### src/hw/rtl/rgbpx_pkg.sv
// ----------------------------------------------------------------------------
// rgbpx_pkg
// shared types and constants for the rgb16 pixel blend / darken / pack unit
// ----------------------------------------------------------------------------
package rgbpx_pkg;

   localparam int unsigned PIXEL_W   = 16;
   localparam int unsigned COMP_W    = 8;
   localparam int unsigned RATIO_W   = 5;
   localparam int unsigned MODE_W    = 2;
   localparam int unsigned CHAN_W    = 6;   // widest channel (565 green)

   localparam logic [RATIO_W-1:0] RATIO_FULL  = 5'd16;
   localparam int unsigned        RATIO_SHIFT = 4;

   localparam logic [MODE_W-1:0] MODE_BLEND  = 2'd0;
   localparam logic [MODE_W-1:0] MODE_DARKEN = 2'd1;
   localparam logic [MODE_W-1:0] MODE_PACK   = 2'd2;
   localparam logic [MODE_W-1:0] MODE_NONE   = 2'd3;

   typedef struct packed {
      logic [MODE_W-1:0]  mode;
      logic [PIXEL_W-1:0] pixel_a;
      logic [PIXEL_W-1:0] pixel_b;
      logic [RATIO_W-1:0] ratio;
      logic [COMP_W-1:0]  amount;
      logic [COMP_W-1:0]  red_in;
      logic [COMP_W-1:0]  green_in;
      logic [COMP_W-1:0]  blue_in;
   } req_item_type;

   typedef logic [PIXEL_W-1:0] pixel_type;

endpackage

### src/hw/rtl/rgb16_pixel_blend_darken_pack_top.sv
// ----------------------------------------------------------------------------
// rgb16_pixel_blend_darken_pack_top
// 16-bit rgb pixel unit: blend two pixels, darken one, or pack 8-bit components
// ----------------------------------------------------------------------------
//
//   channel | ports        | handshake        | payload
//   --------+--------------+------------------+-------------------------------
//   request | req_*        | valid / ready    | mode, pixels, ratio, amount, rgb
//   response| rsp_*        | valid / ready    | pixel_out
//   csr     | csr_*        | write enable     | format_565 (1 = 565, 0 = 555)
//
// two register stages: input register, then one pass of channel arithmetic
// into the result register; one transaction per cycle sustained while the
// response is taken. the multipliers of the blend path (6 x 5 bit) set the
// critical path. reset clears both valid flags and sets the layout to 565. a
// stalled response holds its stage; the input stage still fills behind it, so
// ready drops only when both stages are full and the response is not taken.
// ----------------------------------------------------------------------------
module rgb16_pixel_blend_darken_pack_top (
   input  logic                              clock,
   input  logic                              reset,
   input  logic                              req_valid,
   output logic                              req_ready,
   input  logic [rgbpx_pkg::MODE_W-1:0]      req_mode,
   input  logic [rgbpx_pkg::PIXEL_W-1:0]     req_pixel_a,
   input  logic [rgbpx_pkg::PIXEL_W-1:0]     req_pixel_b,
   input  logic [rgbpx_pkg::RATIO_W-1:0]     req_ratio,
   input  logic [rgbpx_pkg::COMP_W-1:0]      req_amount,
   input  logic [rgbpx_pkg::COMP_W-1:0]      req_red_in,
   input  logic [rgbpx_pkg::COMP_W-1:0]      req_green_in,
   input  logic [rgbpx_pkg::COMP_W-1:0]      req_blue_in,
   output logic                              rsp_valid,
   input  logic                              rsp_ready,
   output logic [rgbpx_pkg::PIXEL_W-1:0]     rsp_pixel_out,
   input  logic                              csr_wr_en,
   input  logic                              csr_wr_data
);
   import rgbpx_pkg::*;

   // layout register
   logic         format_ff;
   logic         format_in;

   // input stage
   logic         in_valid_ff;
   logic         in_valid_in;
   req_item_type in_item_ff;
   req_item_type in_item_in;

   // result stage
   logic         out_valid_ff;
   logic         out_valid_in;
   pixel_type    out_pixel_ff;
   pixel_type    out_pixel_in;

   pixel_type    alu_pixel;
   logic         out_free;
   logic         in_move;
   logic         req_take;

   // result stage can take a new value when empty or being drained
   assign out_free  = !out_valid_ff || rsp_ready;
   assign in_move   = in_valid_ff && out_free;
   assign req_ready = !in_valid_ff || out_free;
   assign req_take  = req_valid && req_ready;

   rgbpx_alu u_alu (
      .item       (in_item_ff),
      .format_565 (format_ff),
      .pixel_out  (alu_pixel)
   );

   always_comb begin
      format_in = csr_wr_en ? csr_wr_data : format_ff;

      // input register refills whenever it empties or hands on its transaction
      in_valid_in = req_take ? 1'b1 : (in_move ? 1'b0 : in_valid_ff);
      in_item_in  = in_item_ff;
      if (req_take) begin
         in_item_in.mode     = req_mode;
         in_item_in.pixel_a  = req_pixel_a;
         in_item_in.pixel_b  = req_pixel_b;
         in_item_in.ratio    = req_ratio;
         in_item_in.amount   = req_amount;
         in_item_in.red_in   = req_red_in;
         in_item_in.green_in = req_green_in;
         in_item_in.blue_in  = req_blue_in;
      end

      // result register
      out_valid_in = out_free ? in_valid_ff : out_valid_ff;
      out_pixel_in = in_move ? alu_pixel : out_pixel_ff;
   end

   always_ff @(posedge clock) begin
      if (reset) begin
         format_ff    <= 1'b1;
         in_valid_ff  <= 1'b0;
         out_valid_ff <= 1'b0;
      end else begin
         format_ff    <= format_in;
         in_valid_ff  <= in_valid_in;
         out_valid_ff <= out_valid_in;
      end
   end

   // payload, no reset
   always_ff @(posedge clock) begin
      in_item_ff   <= in_item_in;
      out_pixel_ff <= out_pixel_in;
   end

   assign rsp_valid     = out_valid_ff;
   assign rsp_pixel_out = out_pixel_ff;

endmodule

### src/hw/rtl/rgbpx_alu.sv
// ----------------------------------------------------------------------------
// rgbpx_alu
// combinational pixel operation: blend, darken or pack in 565 / 555 layout
// ----------------------------------------------------------------------------
module rgbpx_alu (
   input  rgbpx_pkg::req_item_type item,
   input  logic                    format_565,
   output rgbpx_pkg::pixel_type    pixel_out
);
   import rgbpx_pkg::*;

   typedef struct packed {
      logic [CHAN_W-1:0] r;
      logic [CHAN_W-1:0] g;
      logic [CHAN_W-1:0] b;
   } chan_type;

   chan_type           ca;
   chan_type           cb;
   chan_type           res;
   logic [RATIO_W-1:0] w;
   logic [RATIO_W-1:0] w_inv;

   // unpack a pixel into zero-extended channels, top bit ignored in 555
   function automatic chan_type split(input pixel_type p, input logic f565);
      chan_type c;
      c.r = f565 ? {1'b0, p[15:11]} : {1'b0, p[14:10]};
      c.g = f565 ? p[10:5] : {1'b0, p[9:5]};
      c.b = {1'b0, p[4:0]};
      return c;
   endfunction

   // (x*w + y*(16-w)) >> 4, at most 63*16 so ten bits hold it
   function automatic logic [CHAN_W-1:0] mix(input logic [CHAN_W-1:0] x,
                                             input logic [CHAN_W-1:0] y,
                                             input logic [RATIO_W-1:0] wa,
                                             input logic [RATIO_W-1:0] wb);
      logic [9:0] acc;
      acc = 10'(x) * 10'(wa) + 10'(y) * 10'(wb);
      return acc[RATIO_SHIFT +: CHAN_W];
   endfunction

   function automatic logic [CHAN_W-1:0] floor_sub(input logic [CHAN_W-1:0] x,
                                                   input logic [COMP_W-1:0] d);
      logic [COMP_W-1:0] xe;
      logic [COMP_W-1:0] diff;
      xe   = COMP_W'(x);
      diff = xe - d;
      return (xe > d) ? diff[CHAN_W-1:0] : '0;
   endfunction

   always_comb begin
      ca    = split(item.pixel_a, format_565);
      cb    = split(item.pixel_b, format_565);
      w     = (item.ratio > RATIO_FULL) ? RATIO_FULL : item.ratio;
      w_inv = RATIO_FULL - w;
      res   = '0;
      case (item.mode)
         MODE_BLEND: begin
            res.r = mix(ca.r, cb.r, w, w_inv);
            res.g = mix(ca.g, cb.g, w, w_inv);
            res.b = mix(ca.b, cb.b, w, w_inv);
         end
         MODE_DARKEN: begin
            res.r = floor_sub(ca.r, item.amount);
            res.g = floor_sub(ca.g, item.amount);
            res.b = floor_sub(ca.b, item.amount);
         end
         MODE_PACK: begin
            res.r = {1'b0, item.red_in[7:3]};
            res.g = format_565 ? item.green_in[7:2] : {1'b0, item.green_in[7:3]};
            res.b = {1'b0, item.blue_in[7:3]};
         end
         default: begin
            res = '0;
         end
      endcase
      if (item.mode == MODE_NONE) begin
         pixel_out = '0;
      end else if (format_565) begin
         pixel_out = {res.r[4:0], res.g[5:0], res.b[4:0]};
      end else begin
         pixel_out = {1'b0, res.r[4:0], res.g[4:0], res.b[4:0]};
      end
   end

endmodule

### config.mk
export PLATFORM = sky130hd
export DESIGN_NAME = rgb16_pixel_blend_darken_pack_top
export DESIGN_NICKNAME = d
export VERILOG_FILES = /design/src/hw/rtl/rgbpx_pkg.sv /design/src/hw/rtl/rgb16_pixel_blend_darken_pack_top.sv /design/src/hw/rtl/rgbpx_alu.sv
export SDC_FILE = /design/constraint.sdc
export NUM_CORES = 1
export LEC_CHECK = 0
export ABC_AREA = 1
export BUFFER_PORTS_ARGS = -buffer_cell sky130_fd_sc_hd__buf_2
export CORE_AREA = 3 3 120 122
export CTS_CLUSTER_DIAMETER = 50
export CTS_CLUSTER_SIZE = 10
export DETAILED_ROUTE_END_ITERATION = 6
export DIE_AREA = 0 0 123 125
export PLACE_DENSITY = 0.93
export REMOVE_ABC_BUFFERS = 1
export SLEW_MARGIN = 10
export SYNTH_ARGS = -nofsm -noshare
export SYNTH_HDL_FRONTEND = slang
export SYNTH_SLANG_ARGS = --single-unit
### constraint.sdc
create_clock -name clock -period 17 [get_ports clock]
set_input_delay 1.7 -clock clock [delete_from_list [all_inputs] [get_ports clock]]
set_output_delay 1.7 -clock clock [all_outputs]
set_load 0.005 [all_outputs]
==> key figures, run 1 <==
Outcome
  • Outcome: completed

Logic synthesis
  • Post-Syn Instances: 1,018
  • Netlist cell types: 45
  • Seq cells post-synth: 82
  • Asr flop ratio synth: 0%
  • Synthesized area: 8745 µm²
  • Sequential area share after synthesis: 27.82%
  • Most used DFF post-synth: edfxtp_1
  • Post-Syn Area per Cell: 8.590 µm²
  • EDFF count, synth: 79
  • Synth warnings: 0

Timing
  • RSZ-0062 raised after global routing: no
  • Final slew viol count: 0
  • Worst Tran Pin Value: 1.264 ns
  • Tmin final: 7.200 ns
  • Setup TNS Final: 0 ns
  • Fmax: roughly 140 MHz
  • Final setup vio count: 0
  • Final Hold Fails: 0
  • Tcrit/Tclk final: 42.35%
  • Layout Skew: 0.01248 ns
  • Slew HR: 15.40%
  • Hold_ws: 0.4707 ns

Detailed routing
  • Antenna viol nets, final: 0
  • Vias per cell: 5.598
  • Routed WL per cell: 16.39 µm
  • Routed vias: 7,188
  • Initial DRC Count: about 540
  • # DRC: 0
  • Aggregate routed wire length: around 21,000 µm
  • Pre-Repair DR Iteration Count: 5

Place
  • Post-DP HPWL: 16,320 µm
  • PortBufs: between 80 and 90
  • Inst Count DP: 1,268
  • Placer Congestion: around 0.95
  • DP Area: 9349 µm²

Setup path
  • Crit path DAT: 7.31 ns
  • Crit-path max FO: 22
  • Crit path buf inv count: 5
  • Critical path data required time: 17.11 ns
  • Critical path's largest stage delay: 0.98 ns
  • CP top delay family: adder cells
  • Crit. Startpoint: in_item_ff[36]
  • WS Path Type: flop to flop
  • CP Cell Sequence: nor2_8 > inv_2 > ha_1 > xor2_1 > inv_1 > nor2_1 > fa_1 > fa_1 > fa_1 > fa_1 > inv_1 > fa_1 > inv_1 > ha_1 > a21oi_1 > nor2_1 > a211oi_1 > nand2_1 > inv_1 > nand2_1 > nand3_1 > nand2_1 > nand2_1 > nand2_1
  • Reg2Reg Launch Point: in_item_ff[36]
  • CP endpoint kind: flop
  • Highest-delay cell along the critical path: edfxtp_1
  • Worst setup SP type: flop

Power
  • Max IR drop VDD: 0.08111 mV
  • Power per cell area: between 100 and 150 nW/µm²
  • Leak Pwr: 5.080 nW
  • Overall Power: 1.112 mW

GRT
  • Vias in the first global route: 7,550
  • Grt ovf: 0
  • First-pass GRT wire length: 34,800 µm
  • Initial antenna violation count: 0
  • Largest net degree at the start of global routing: 36
  • GRT Total Usage: 29.10%

Floorplanning
  • Core Box Area: between 10,000 and 15,000 µm²
  • Top-Level Pins: 95
  • Die area: 15,380 µm²
  • Num rows: 42
  • Die Height: 125 µm
  • Die width: 123 µm
  • Starting Density: 65.77%

Cells and area
  • Share of layout cells above drive strength 1: 12.00%
  • Layout Cells excl Fill: 1,284
  • Commonest non-fill, non-tap cells in the layout: 228 x inv_1, 214 x nand2_1, 118 x nor2_1
  • Area Overhead vs Synth: 10.73%
  • Final Cell Area: ~9700 µm²
  • Layout net count: 1,368
  • N_diodes: 0
  • Most common cell after layout, fill and taps aside: inv_1

Clock tree
  • Clock buffer depth: 2
  • Worst skew pair latency: ~0.36 ns
  • CTS root buffer: clkbuf_16
  • Clk sinks: 82
  • H-tree Lvls: 3
  • Post-CTS Setup Bufs: 0
  • TritonCTS Buffers: 9
  • Post-CTS sizing: 0
  • Hold Buf Count CTS: 0
  • Clk slew on worst S/H paths: 0.07 ns
  • TritonCTS clock tree: yes

Min path
  • Class of the worst hold path: flop to flop
  • Worst hold start: in_valid_ff

Flow run
  • Max-cap violations: 0
## final cells by class
class / count / area (µm²)
multi-input combinational: 683 / 5344
fill: 935 / 3612
sequential: 82 / 2432
inverter: 237 / 892.1
timing repair buffer: 90 / 460.4
clock buffer: 9 / 225.2
tap: 176 / 220.2
clock inverter: 7 / 108.9
## final timing paths
kind | end | slack [ns] | cells after the start
setup / recovery | rsp_pixel_out[10] | 9.80 | 24
hold / removal | rsp_valid | 0.47 | 2
hold reg to reg | rsp_valid | 0.47 | 2
setup reg to reg | rsp_pixel_out[10] | 9.80 | 24
## per-layer routing
layer  track usage, %  wire, µm  share of wire (%)
met4            14.66      1144                5.4
met5                0         0                  0
met1            32.75      7372                 35
met2            51.56     10780                 51
met3            6.143      1747                8.3
## cells in the mapped netlist, types with 2 or more instances
library cell / count / area share [%]
clkbuf_1: 10 / 0.43
fa_1: 92 / 21
o21ai_2: 4 / 0.40
o221ai_1: 3 / 0.30
nor3_1: 7 / 0.40
or2_2: 2 / 0.14
nand3_1: 30 / 1.7
xnor2_1: 6 / 0.60
nand3b_1: 2 / 0.17
nor3b_1: 2 / 0.17
o21ai_0: 23 / 1.3
inv_1: 229 / 9.8
buf_2: 4 / 0.23
nand2_1: 214 / 9.2
a31oi_1: 2 / 0.14
nand2b_1: 2 / 0.14
a21oi_1: 30 / 1.7
xor2_2: 2 / 0.37
o21ai_1: 6 / 0.34
a211oi_1: 4 / 0.34
nand2_2: 3 / 0.21
inv_2: 6 / 0.26
nand4_1: 6 / 0.43
o21bai_1: 5 / 0.43
dfxtp_1: 3 / 0.69
edfxtp_1: 79 / 27
nor2_4: 2 / 0.26
o21bai_2: 2 / 0.26
nor2_1: 118 / 5.1
ha_1: 96 / 14
xor2_1: 10 / 1.0
## kinds of logic after synthesis
group | Yosys count | share of synthesized area, %
AND/OR/NAND/NOR | 392 | 18.47
buffers and inverters | 253 | 11.07
adder cells (fa/ha/maj) | 188 | 34.80
AO/OA/AOI/OAI | 85 | 5.866
flip-flops | 82 | 27.82
XOR/XNOR | 18 | 1.974
## metrics by stage
step	worst slack [ns]	utilization [%]
after global routing	9.404	72.83
after floorplan	10.93	-
final	9.800	72.83
after detailed placement	10.02	70.32
after global placement	10.17	70.32
after CTS	9.952	72.83
## tightest hold or removal path, cell delays in order (launching register included)
cell     delay (ns)
dfxtp_1        0.31
inv_1          0.06
a21oi_1        0.06
## power breakdown
group          internal, mW  leakage [nW]  switching (mW)  total [mW]
Sequential            0.243         0.795          0.0100       0.253
Combinational         0.243          4.12           0.391       0.634
Clock                 0.132         0.164          0.0930       0.225
## state kept, by name, summed over array words and instances, names as in the netlist
name	cells
in_item_ff	63
format_ff	1
rsp_valid	1
in_valid_ff	1
rsp_pixel_out	16
No activity file was read; power rests on OpenSTA's default activity.
==> run 2: changes to the inputs <==
--- a/config.mk
+++ b/config.mk
@@ -7,12 +7,12 @@
 export LEC_CHECK = 0
 export ABC_AREA = 1
 export BUFFER_PORTS_ARGS = -buffer_cell sky130_fd_sc_hd__buf_2
-export CORE_AREA = 3 3 120 122
+export CORE_AREA = 3 3 124 126
 export CTS_CLUSTER_DIAMETER = 50
 export CTS_CLUSTER_SIZE = 10
 export DETAILED_ROUTE_END_ITERATION = 6
-export DIE_AREA = 0 0 123 125
-export PLACE_DENSITY = 0.93
+export DIE_AREA = 0 0 127 129
+export PLACE_DENSITY = 0.89
 export REMOVE_ABC_BUFFERS = 1
 export SLEW_MARGIN = 10
 export SYNTH_ARGS = -nofsm -noshare
==> constraint.sdc (replaced) <==
create_clock -name clock -period 7.1 [get_ports clock]
set_input_delay 0.71 -clock clock [delete_from_list [all_inputs] [get_ports clock]]
set_output_delay 0.71 -clock clock [all_outputs]
set_load 0.005 [all_outputs]
==> key figures, run 2 (synthesized netlist as in run 1, its figures left out) <==
Setup path
  • Crit-path max FO: 13
  • Number of cells on the worst reg-to-reg path: 26
  • Reg2reg setup slack: 0.94 ns
  • Worst setup SP type: flop
  • Critical path data required time: 7.21 ns
  • WS Path Type: flop to flop
  • Crit. Startpoint: in_item_ff[36]
  • RR Endpoint: rsp_pixel_out[10]
  • CP endpoint kind: flop
  • Critical path's largest stage delay: 0.57 ns
  • Highest-delay cell along the critical path: edfxtp_1
  • Crit path DAT: 6.27 ns
  • Reg2Reg Launch Point: in_item_ff[36]

GRT
  • Initial antenna violation count: 0
  • Grt ovf: 0
  • GRT Total Usage: approximately 27%
  • Vias in the first global route: 7,231
  • Largest net degree at the start of global routing: 64
  • First-pass GRT wire length: 34,240 µm

Floorplanning
  • Num rows: 44
  • Top-Level Pins: 95
  • Core Box Area: between 10,000 and 15,000 µm²
  • Die area: 16,380 µm²
  • Die Height: roughly 130 µm
  • Starting Density: about three fifths
  • Die width: 127 µm

Timing
  • Final Hold Fails: 0
  • Layout Skew: 0.006752 ns
  • Slew HR: 32.78%
  • Tcrit/Tclk final: 86.78%
  • Hold_ws: 0.4772 ns
  • Final slew viol count: 0
  • Worst Tran Pin Value: 1.005 ns
  • RSZ-0062 raised after global routing: no
  • Fmax: 162.3 MHz
  • Tmin final: 6.161 ns
  • Final setup vio count: 0
  • Setup TNS Final: 0 ns

Cells and area
  • N_diodes: 0
  • Fill count: approximately 1,100
  • Commonest non-fill, non-tap cells in the layout: 228 x inv_1, 214 x nand2_1, 118 x nor2_1
  • Most common cell after layout, fill and taps aside: inv_1
  • Share of layout cells above drive strength 1: 12.79%
  • Area Overhead vs Synth: 11.30%
  • Layout net count: 1,378
  • Max FFs per register: 63
  • Top reg by flops: in_item_ff

Clock tree
  • Post-CTS Setup Bufs: 0
  • H-tree Lvls: 3
  • Clk sinks: 82
  • TritonCTS clock tree: yes
  • Hold Buf Count CTS: 0
  • CTS root buffer: clkbuf_16
  • Post-CTS sizing: 0
  • TritonCTS Buffers: 9
  • Clock buffer depth: 2
  • Worst skew pair latency: 0.36 ns
  • Clk slew on worst S/H paths: approximately 0.070 ns

Outcome
  • Outcome: completed

Min path
  • Hold Crit Depth: 2
  • Worst hold start: in_valid_ff
  • Hold Path End: rsp_valid
  • Class of the worst hold path: flop to flop

Detailed routing
  • Routed WL per cell: 16.05 µm
  • Vias per cell: around 5.4
  • Antenna viol nets, final: 0
  • # DRC: 0
  • Initial DRC Count: 519
  • Aggregate routed wire length: 20,900 µm
  • Pre-Repair DR Iteration Count: 5
  • Routed vias: 7,009

Place
  • Placer Congestion: 0.9509
  • PortBufs: 86
  • Post-DP HPWL: 16,340 µm

Flow run
  • Max-cap violations: 0

Power
  • Power per cell area: 265.6 nW/µm²
  • Max IR drop VDD: 0.1553 mV
  • Leak Pwr: 5.105 nW
## run 2: layer usage
| metal | GRT usage, % | share of wire [%] |
|---|---|---|
| met5 | 0 | 0 |
| met4 | 11.10 | 3.8 |
| met2 | 46.54 | 50 |
| met1 | 32.75 | 38 |
| met3 | 6.434 | 8.1 |
## run 2: cell type report
cell class                 count  area [µm²]  area share (%)
multi-input combinational    683        5344           54.90
sequential                    82        2432           24.99
inverter                     237       892.1           9.166
timing repair buffer         100       535.5           5.502
tap                          184       230.2           2.365
clock buffer                   9       225.2           2.314
clock inverter                 7       73.82          0.7585
## run 2: per-stage QoR
step	cell area [µm²]	setup WS, ns	cells	utilization [%]	power [mW]
CTS	9733	0.9700	1302	67.48	2.588
detailed placement	9434	1.017	1286	65.41	2.100
finish	9733	0.9388	1302	67.48	2.585
global route	9733	0.6138	1302	67.48	2.855
floorplan	8668	1.026	1002	-	1.743
global placement	9434	1.137	1286	65.41	2.052
## run 2: where the power goes
group / switching, mW / total [mW] / internal [mW] / leakage, nW
Sequential: 0.0267 / 0.609 / 0.583 / 0.795
Combinational: 0.929 / 1.51 / 0.581 / 4.17
Clock: 0.217 / 0.465 / 0.248 / 0.140
Total: 1.17 / 2.58 / 1.41 / 5.10
## run 2: worst max-delay path by stage
stage                                    to  cells past startpoint
after floorplan           rsp_pixel_out[14]                     24
final                     rsp_pixel_out[10]                     26
after global routing      rsp_pixel_out[10]                     26
after CTS                 rsp_pixel_out[10]                     26
after detailed placement  rsp_pixel_out[10]                     26
after global placement    rsp_pixel_out[10]                     26
## run 2: worst max-delay path, delay by kind of cell, from the launching register on
kind	cells	cell delay, ns
and+or+nand+nor	10	0.94
DFF	1	0.57
buffers and inverters	7	0.98
AOI/OAI and AO/OA	2	0.40
adders and majority gates	6	2.86
xor gates and xnor gates	1	0.17
